File: config.mk
export PLATFORM = sky130hd
export DESIGN_NAME = undervoltage_flag_and_current_average_top
export DESIGN_NICKNAME = d
export VERILOG_FILES = /design/src/rtl/core/ufca_pkg.sv /design/src/rtl/core/ufca_cell.sv /design/src/rtl/core/undervoltage_flag_and_current_average_top.sv
export SDC_FILE = /design/constraint.sdc
export NUM_CORES = 1
export LEC_CHECK = 0
export BUFFER_PORTS_ARGS = -buffer_cell sky130_fd_sc_hd__buf_2
export CORE_ASPECT_RATIO = 1.25
export CORE_MARGIN = 2
export CORE_UTILIZATION = 45
export DETAILED_ROUTE_END_ITERATION = 10
export GPL_TIMING_DRIVEN = 0
export MAX_ROUTING_LAYER = met4
export PLACE_DENSITY_LB_ADDON = 0.05
export SYNTH_ARGS = -nofsm -noshare
export SYNTH_HDL_FRONTEND = slang
export SYNTH_HIERARCHICAL = 1
export SYNTH_SLANG_ARGS = --single-unit
File: constraint.sdc
create_clock -name clk -period 10.6 [get_ports clk]
set_input_delay 1.06 -clock clk [delete_from_list [all_inputs] [get_ports clk]]
set_output_delay 1.06 -clock clk [all_outputs]
set_load 0.02 [all_outputs]
File: src/rtl/core/ufca_pkg.sv
// shared types and constants for the undervoltage flag and current average block
package ufca_pkg;

    localparam int WINDOW  = 10;
    localparam int DEV_W   = 5;
    localparam int VOLT_W  = 9;
    localparam int CUR_W   = 12;
    localparam int ERR_W   = 16;
    localparam int SUM_W   = 16;

    localparam int IN_TDATA_W  = 32;
    localparam int OUT_TDATA_W = 48;
    localparam int OUT_TUSER_W = 2;

    localparam logic [VOLT_W-1:0] LIMIT_RESET = VOLT_W'(200);

    // reciprocal for the mean: floor(x / WINDOW) == (x * RECIP) >> RECIP_SHIFT for any SUM_W-bit x
    localparam int          RECIP_SHIFT = SUM_W + $clog2(WINDOW);
    localparam int          RECIP_W     = SUM_W + 2;
    localparam longint      RECIP_FULL  = ((64'd1 << RECIP_SHIFT) + WINDOW - 1) / WINDOW;
    localparam logic [RECIP_W-1:0] RECIP = RECIP_W'(RECIP_FULL);
    localparam int          PROD_W      = SUM_W + RECIP_W;

    // one slot of the sample line
    typedef struct packed {
        logic             full;
        logic [CUR_W-1:0] data;
    } cell_t;

endpackage

File: src/rtl/core/ufca_cell.sv
// one slot of the current sample line, shifts toward the oldest end on each beat
module ufca_cell
    import ufca_pkg::*;
(
    input  logic  clk,
    input  logic  rst_n,
    input  logic  shift_en,
    input  cell_t prev,
    output cell_t q
);

    cell_t slot_reg;
    cell_t slot_next;

    always_comb
    begin
        slot_next = slot_reg;
        if (shift_en)
        begin
            slot_next = prev;
        end
    end

    always_ff @(posedge clk or negedge rst_n)
    begin
        if (!rst_n)
        begin
            slot_reg <= '0;
        end
        else
        begin
            slot_reg <= slot_next;
        end
    end

    assign q = slot_reg;

endmodule

File: src/rtl/core/undervoltage_flag_and_current_average_top.sv
// top level: undervoltage flag, error count and moving average of current
// Takes one record per clock and gives one result per record through stage a and
// stage b; a full rate stream is sustained while the output side keeps
// tready high. Samples move down a line of WINDOW cells with a running sum that
// is updated at the input beat; the next stage turns the sum into the mean with a
// reciprocal multiply and registers the result. average_valid rises on the
// WINDOW-th record after reset, and average_current reads zero until then.
// The limit register resets to 200 and is written through the cfg channel.
module undervoltage_flag_and_current_average_top
    import ufca_pkg::*;
(
    input  logic                   clk,
    input  logic                   rst_n,
    input  logic                   cfg_valid,
    output logic                   cfg_ready,
    input  logic [VOLT_W-1:0]      cfg_data,      // low_voltage_limit
    input  logic                   s_tvalid,
    output logic                   s_tready,
    input  logic [IN_TDATA_W-1:0]  s_tdata,       // device_number, voltage, current
    output logic                   m_tvalid,
    input  logic                   m_tready,
    output logic [OUT_TDATA_W-1:0] m_tdata,       // error_number, device_echo, voltage_echo, average_current
    output logic [OUT_TUSER_W-1:0] m_tuser        // undervoltage, average_valid
);

    logic [DEV_W-1:0]  s_dev;
    logic [VOLT_W-1:0] s_volt;
    logic [CUR_W-1:0]  s_cur;

    assign s_dev  = s_tdata[DEV_W-1:0];
    assign s_volt = s_tdata[DEV_W +: VOLT_W];
    assign s_cur  = s_tdata[DEV_W+VOLT_W +: CUR_W];

    logic [VOLT_W-1:0] limit_reg;
    logic [VOLT_W-1:0] limit_next;

    assign cfg_ready = 1'b1;

    always_comb
    begin
        limit_next = limit_reg;
        if (cfg_valid)
        begin
            limit_next = cfg_data;
        end
    end

    // pipeline handshake
    logic a_valid_reg;
    logic out_valid_reg;
    logic out_free;
    logic s_accept;

    assign out_free = !out_valid_reg || m_tready;
    assign s_tready = !a_valid_reg || out_free;
    assign s_accept = s_tvalid && s_tready;

    // sample line
    cell_t chain_q [WINDOW];

    genvar gi;
    generate
        for (gi = 0; gi < WINDOW; gi++)
        begin : g_cell
            cell_t prev_in;
            if (gi == 0)
            begin : g_head
                assign prev_in = '{full: 1'b1, data: s_cur};
            end
            else
            begin : g_link
                assign prev_in = chain_q[gi-1];
            end
            ufca_cell u_cell (
                .clk      (clk),
                .rst_n    (rst_n),
                .shift_en (s_accept),
                .prev     (prev_in),
                .q        (chain_q[gi])
            );
        end
    endgenerate

    // running state
    logic [SUM_W-1:0] sum_reg;
    logic [SUM_W-1:0] sum_next;
    logic [ERR_W-1:0] err_reg;
    logic [ERR_W-1:0] err_next;
    logic             flag;

    assign flag = (s_volt < limit_reg);

    always_comb
    begin
        sum_next = sum_reg;
        err_next = err_reg;
        if (s_accept)
        begin
            sum_next = sum_reg - SUM_W'(chain_q[WINDOW-1].data) + SUM_W'(s_cur);
            if (flag)
            begin
                err_next = err_reg + ERR_W'(1);
            end
        end
    end

    // stage a: record and running sum
    logic              a_valid_next;
    logic              a_flag_reg;
    logic [ERR_W-1:0]  a_err_reg;
    logic [DEV_W-1:0]  a_dev_reg;
    logic [VOLT_W-1:0] a_volt_reg;
    logic              a_avgv_reg;
    logic [SUM_W-1:0]  a_sum_reg;

    always_comb
    begin
        a_valid_next = a_valid_reg;
        if (s_accept)
        begin
            a_valid_next = 1'b1;
        end
        else if (out_free)
        begin
            a_valid_next = 1'b0;
        end
    end

    // stage b: mean and output register
    logic                  out_valid_next;
    logic [PROD_W-1:0]     prod;
    logic [CUR_W-1:0]      mean;
    logic [OUT_TDATA_W-1:0] out_data_reg;
    logic [OUT_TUSER_W-1:0] out_user_reg;
    logic                  b_load;

    assign prod   = PROD_W'(a_sum_reg) * PROD_W'(RECIP);
    assign mean   = a_avgv_reg ? prod[RECIP_SHIFT +: CUR_W] : '0;
    assign b_load = a_valid_reg && out_free;

    always_comb
    begin
        out_valid_next = out_valid_reg;
        if (b_load)
        begin
            out_valid_next = 1'b1;
        end
        else if (m_tready)
        begin
            out_valid_next = 1'b0;
        end
    end

    always_ff @(posedge clk or negedge rst_n)
    begin
        if (!rst_n)
        begin
            limit_reg     <= LIMIT_RESET;
            sum_reg       <= '0;
            err_reg       <= '0;
            a_valid_reg   <= 1'b0;
            out_valid_reg <= 1'b0;
        end
        else
        begin
            limit_reg     <= limit_next;
            sum_reg       <= sum_next;
            err_reg       <= err_next;
            a_valid_reg   <= a_valid_next;
            out_valid_reg <= out_valid_next;
        end
    end

    always_ff @(posedge clk)
    begin
        if (s_accept)
        begin
            a_flag_reg <= flag;
            a_err_reg  <= err_next;
            a_dev_reg  <= s_dev;
            a_volt_reg <= s_volt;
            // line is full after this beat once the second to last slot already holds a sample
            a_avgv_reg <= chain_q[WINDOW-2].full;
            a_sum_reg  <= sum_next;
        end
        if (b_load)
        begin
            out_data_reg <= {6'd0, mean, a_volt_reg, a_dev_reg, a_err_reg};
            out_user_reg <= {a_avgv_reg, a_flag_reg};
        end
    end

    assign m_tvalid = out_valid_reg;
    assign m_tdata  = out_data_reg;
    assign m_tuser  = out_user_reg;

`ifndef ASSERT_OFF
    a_err_step: assert property (@(posedge clk) disable iff (!rst_n)
        s_accept && flag |=> err_reg == $past(err_reg) + ERR_W'(1))
        else $error("error count did not advance on a flagged beat");

    a_err_hold: assert property (@(posedge clk) disable iff (!rst_n)
        !(s_accept && flag) |=> $stable(err_reg))
        else $error("error count moved without a flagged beat");

    a_stage_hold: assert property (@(posedge clk) disable iff (!rst_n)
        a_valid_reg && !out_free |=> a_valid_reg && $stable(a_sum_reg))
        else $error("stage a dropped a record while the output was stalled");

    a_mean_zero: assert property (@(posedge clk) disable iff (!rst_n)
        m_tvalid && !m_tuser[1] |-> m_tdata[41:30] == '0)
        else $error("mean shown before the window filled");
`endif

endmodule

==> results of run 1 <==
## area by class of cell
| class | count | area, sq um | area share [%] |
|---|---|---|---|
| antenna | 1 | 2.50 | 0.0142 |
| buffer | 23 | 189 | 1.07 |
| clock buffer | 40 | 891 | 5.06 |
| clock inverter | 12 | 145 | 0.824 |
| inverter | 239 | 900 | 5.11 |
| multi-input combinational | 667 | 7370 | 41.8 |
| sequential | 264 | 7070 | 40.2 |
| tap | 429 | 537 | 3.05 |
| timing repair buffer | 87 | 505 | 2.87 |
## worst register-to-register path: cells and delay by family, from the launching register on
| family | cells | cell delay (ns) |
|---|---|---|
| compound gates | 5 | 1.00 |
| simple gates | 2 | 0.90 |
| fa+ha+maj | 7 | 3.38 |
| buf+inv | 4 | 0.27 |
| flops | 1 | 0.55 |
## stage by stage
stage	hold slack, ns	instances	setup slack (ns)	util (%)	area [sq um]
global placement	0.401	1706	4.32	48.1	16500
global route	0.421	1762	4.08	51.4	17600
CTS	0.417	1761	4.28	51.4	17600
floorplan	0.400	1193	5.01	-	15500
finish	0.413	1762	4.36	51.4	17600
detailed placement	0.405	1709	4.31	48.4	16600
## metal layers
layer	vias to the layer above	share of wire, %
met1	4203	42
li1	4194	-
met4	0	2.3
met2	90	53
met5	-	0
met3	39	2.8
## layout by cell type, fill, tap and decap left out, types with 18 or more instances in the layout
cell type  instances
fa_1              91
a21oi_1           25
buf_2             84
inv_1            237
clkbuf_16         32
xnor2_1           27
o21ai_0           29
ha_1             150
mux2_2            33
nor2_1            18
dfrtp_1          169
edfxtp_1          92
mux2_4           100
nand2_1           45
## worst max path at each step
stage,end,startpoint,slack (ns),cells after the start
2_1_floorplan,m_tdata[38],a_sum_reg[6],5.01,18
3_3_place_gp,m_tdata[41],a_sum_reg[6],4.32,18
3_5_place_dp,m_tdata[41],a_sum_reg[6],4.31,18
4_1_cts,m_tdata[41],a_sum_reg[6],4.28,18
5_1_grt,m_tdata[41],a_sum_reg[6],4.08,18
6_report,m_tdata[41],a_sum_reg[6],4.36,18
==> summary.txt, run 1 <==
Run status
  • Status: complete, no violations

Cells and area
  • Layout filler cell count: 3045
  • Final #Nets: 1597
  • Layout cells sized above 1: 22.4%
  • Max FFs per register: 129
  • Area grow syn2layout: 13.6%

Worst setup path
  • Worst Path Buf+Inv: 4
  • End of the worst register-to-register path: m_tdata[41]
  • Most frequent cell on the critical path: fa_1
  • Worst reg2reg path startpoint: a_sum_reg[6]
  • Largest stage delay, worst path: 0.55 ns
  • Reg2reg path depth: 18
  • Crit-path max FO: 5
  • Startpoint class of the critical path: flip-flop
  • CP endpoint kind: flip-flop
  • R2R Setup Slk: 4.36 ns
  • Kind of cell adding the most delay to the critical path: adder cells
  • Worst Path Required: 10.98 ns
  • CP Cell Sequence: ha_1, inv_1, fa_1, inv_1, fa_1, fa_1, fa_1, inv_1, fa_1, inv_1, ha_1, a21oi_1, a21boi_1, or4_4, a21oi_1, a211oi_1, or3_1, a21oi_1
  • Critical path arrival: 6.62 ns
  • CP max stage cell: edfxtp_1
  • Setup CP Type: flip-flop to flip-flop

Global route
  • Initial antenna violation count: 1
  • Vias in the first global route: 9221
  • Largest net degree at the start of global routing: 119
  • GRT met3 Usage: 2.08%
  • Met2 Track Usage GR: 30.5%
  • Top Usage Layer GRT: met2
  • Global-route wire length before repair: 47000 um
  • Total track usage: 17.1%
  • Gr ovfl total: 0
  • Global routing usage on met1: 20.3%

Die
  • Chip Height: 212 um
  • Io pins: 99
  • # rows: 76
  • Die area: 36000 sq um
  • Starting density of the core: 45.3%
  • Die width: 170 um
  • Core Area: 34200 sq um

Route
  • WL final: 28000 um
  • Residual DRC: 0
  • Routed vias/inst: 4.84
  • Wirelength per Cell: 15.9 um
  • DRT Pass-1 Iters: 4
  • Routed Antenna Nets: 0
  • Vias: 8526
  • Number of DRC markers in iteration 0: 330

Clocking
  • CTS buffer count: 28
  • # clock sinks: 264
  • CTS-repair resized insts: 0
  • Insertion delay to the later sink of the worst-skew pair: 0.54 ns
  • H-tree levels: 1
  • CTS tree: done
  • Clock Path Buffers: 3
  • Clock root cell: clkbuf_16
  • Hold_buf cts: 0
  • Worst-path clk slew: 0.06 ns
  • Post-CTS Setup Inserts: 0

Placement
  • DPL Wire Length: 21500 um
  • Routability cong.: 0.814
  • IO buf count: 84

Timing
  • Worst-Margin Slew: 0.817 ns
  • Setup TNS: 0 ns
  • Worst Clk Skew: 0.0120 ns
  • Final Hold Viols: 0
  • Final setup fails: 0
  • Slew HR: 44.1%
  • Max Freq: 160 MHz
  • Final period util: 58.9%
  • Tmin final: 6.24 ns
  • Pins over their slew limit: 0
  • RSZ-0062 raised after global routing: false

Min path
  • Hold crit path type: flip-flop to flip-flop
  • Hold_sp: a_volt_reg[2]
  • Hold path endpoint: m_tdata[23]
  • Hold depth: 0

Flow run
  • Max-Cap Viols: 0

Synth
  • Synthesized cell area: 15500 sq um
  • Syn. warnings: 6
  • Mean post-synth cell area: 13.1 sq um
  • Post-Syn Instances: 1187
Power of run 1 is left out: the tool's default activity adds up to more than one toggle a clock period on the data nets, which glitch-free logic cannot reach.
==> inputs of run 2 (changes only) <==
- clock period: 10.6 -> 6.46 ns (I/O delays scaled with it)
==> summary.txt, run 2 (same netlist as run 1, synthesis figures left out) <==
Run status
  • Status: complete, no violations

Die
  • Starting density of the core: 45.3% (unchanged)
  • Die area: 36000 sq um (unchanged)
  • Io pins: 99 (unchanged)
  • Die width: 170 um (unchanged)
  • Chip Height: 212 um (unchanged)
  • # rows: 76 (unchanged)
  • Core Area: 34200 sq um (unchanged)

Worst setup path
  • CP endpoint kind: flip-flop
  • Startpoint class of the critical path: flip-flop
  • Crit-path max FO: 5 (unchanged)
  • Setup CP Type: flip-flop to flip-flop
  • Critical path arrival: 6.50 ns (-0.12 ns)
  • Worst Path Required: 6.74 ns (-4.24 ns)

Cells and area
  • Commonest non-fill, non-tap cells in the layout: inv_1 (237), dfrtp_1 (169), ha_1 (150)
  • Area grow syn2layout: 13.6% (about the same)
  • Commonest non-fill, non-tap cell in the layout: inv_1
  • Fin util: 51.4% (about the same)
  • Final #Nets: 1597 (unchanged)
  • Non-Filler Instances: 1762 (unchanged)
  • Layout cells sized above 1: 22.5% (+0.075 points)
  • Layout filler cell count: 3043 (-0.066%)
  • Max FFs per register: 129 (unchanged)

Global route
  • Total track usage: 17.1% (unchanged)
  • Gr ovfl total: 0 (unchanged)
  • Largest net degree at the start of global routing: 119 (unchanged)
  • Global-route wire length before repair: 47000 um (unchanged)
  • Vias in the first global route: 9221 (unchanged)
  • Initial antenna violation count: 1 (unchanged)

Route
  • DRT Pass-1 Iters: 4 (unchanged)
  • Routed Antenna Nets: 0 (unchanged)
  • Number of DRC markers in iteration 0: 328 (-0.61%)
  • Routed vias/inst: 4.84 (about the same)
  • Wirelength per Cell: 15.9 um (about the same)
  • Vias: 8520 (-0.070%)
  • Residual DRC: 0 (unchanged)
  • WL final: 28000 um (about the same)

Clocking
  • CTS buffer count: 28 (unchanged)
  • # clock sinks: 264 (unchanged)
  • Clock Path Buffers: 3 (unchanged)
  • Clock root cell: clkbuf_16
  • H-tree levels: 1 (unchanged)
  • Worst-path clk slew: 0.06 ns (about the same)
  • Insertion delay to the later sink of the worst-skew pair: 0.54 ns (about the same)
  • CTS tree: done

Timing
  • Slew HR: 40.6% (-3.5 points)
  • Pins over their slew limit: 0 (unchanged)
  • Worst Clk Skew: 0.0120 ns (-0.0000306 ns)
  • Worst-Margin Slew: 0.869 ns (+0.0515 ns)
  • Setup TNS: 0 ns (unchanged)
  • Final setup fails: 0 (unchanged)
  • Max Freq: 161 MHz (+0.34%)
  • RSZ-0062 raised after global routing: false
  • Final Hold Viols: 0 (unchanged)
  • Final period util: 96.3% (+37 points)
  • Tmin final: 6.22 ns (-0.0213 ns)

Placement
  • Routability cong.: 0.814 (unchanged)
  • Cell count after placement: 1709 (unchanged)
  • DPL Wire Length: 21500 um (unchanged)
  • IO buf count: 84 (unchanged)

Flow run
  • Max-Cap Viols: 0 (unchanged)

Min path
  • Hold crit path type: input port to async pin
run 2: worst paths after layout:
| path | startpoint | slack, ns | endpoint | cells after the start |
|---|---|---|---|---|
| setup / recovery | a_sum_reg[6] | 0.24 | m_tdata[38] | 18 |
| hold / removal | rst_n | 0.03 | g_cell[0].u_cell/q[1] | 1 |
| setup reg to reg | a_sum_reg[6] | 0.24 | m_tdata[38] | 18 |
| hold reg to reg | a_volt_reg[2] | 0.41 | m_tdata[23] | 0 |
| max in group asynchronous | rst_n | 5.49 | limit_reg[1] | 2 |
| min in group clk | s_tdata[3] | 0.29 | a_dev_reg[3] | 1 |
run 2: worst max-delay path, stage by stage, from the launching register on:
cell and delay, ns:
edfxtp_1 0.55, ha_1 0.40, inv_1 0.11, fa_1 0.54
inv_1 0.06, fa_1 0.51, fa_1 0.54, fa_1 0.54
inv_1 0.05, fa_1 0.52, inv_1 0.05, ha_1 0.32
a21oi_1 0.17, a21boi_1 0.10, or4_4 0.52, o31ai_4 0.48
o211a_4 0.27, o211ai_1 0.08, nor3b_1 0.14
run 2: metal layers:
metal	up-vias	global-route usage, %	share of wire, %
li1	4194	-	-
met1	4197	20.3	42
met2	90	30.5	53
met3	39	2.08	2.8
met4	0	4.95	2.3
met5	-	-	0
run 2: what timing repair did:
action / 4_1_cts / 5_1_grt
resized for setup: 0 / 1
buffers inserted: 0 / 0
endpoints found under the hold margin: 0 / 0
endpoints found under the setup margin: 0 / 2
hold buffers: 0 / 0
run 2: stage by stage:
stage          setup slack, ns  cell area (sq um)  hold WS, ns
2_1_floorplan            0.874              15500        0.350
3_3_place_gp             0.179              16500        0.401
3_5_place_dp             0.168              16600        0.405
4_1_cts                  0.143              17600       0.0225
5_1_grt                 0.0120              17600       0.0382
6_report                 0.240              17600       0.0293
run 2: layout make-up:
type	instances	area, sq um	area share (%)
Sequential cell	264	7070	40.1
Tap cell	429	537	3.05
Clock inverter	12	145	0.824
Timing Repair Buffer	87	505	2.87
Inverter	239	900	5.11
Antenna cell	1	2.50	0.0142
Multi-Input combinational cell	667	7370	41.9
Clock buffer	40	891	5.06
Buffer	23	189	1.07
Power of run 2 is left out for the same reason.
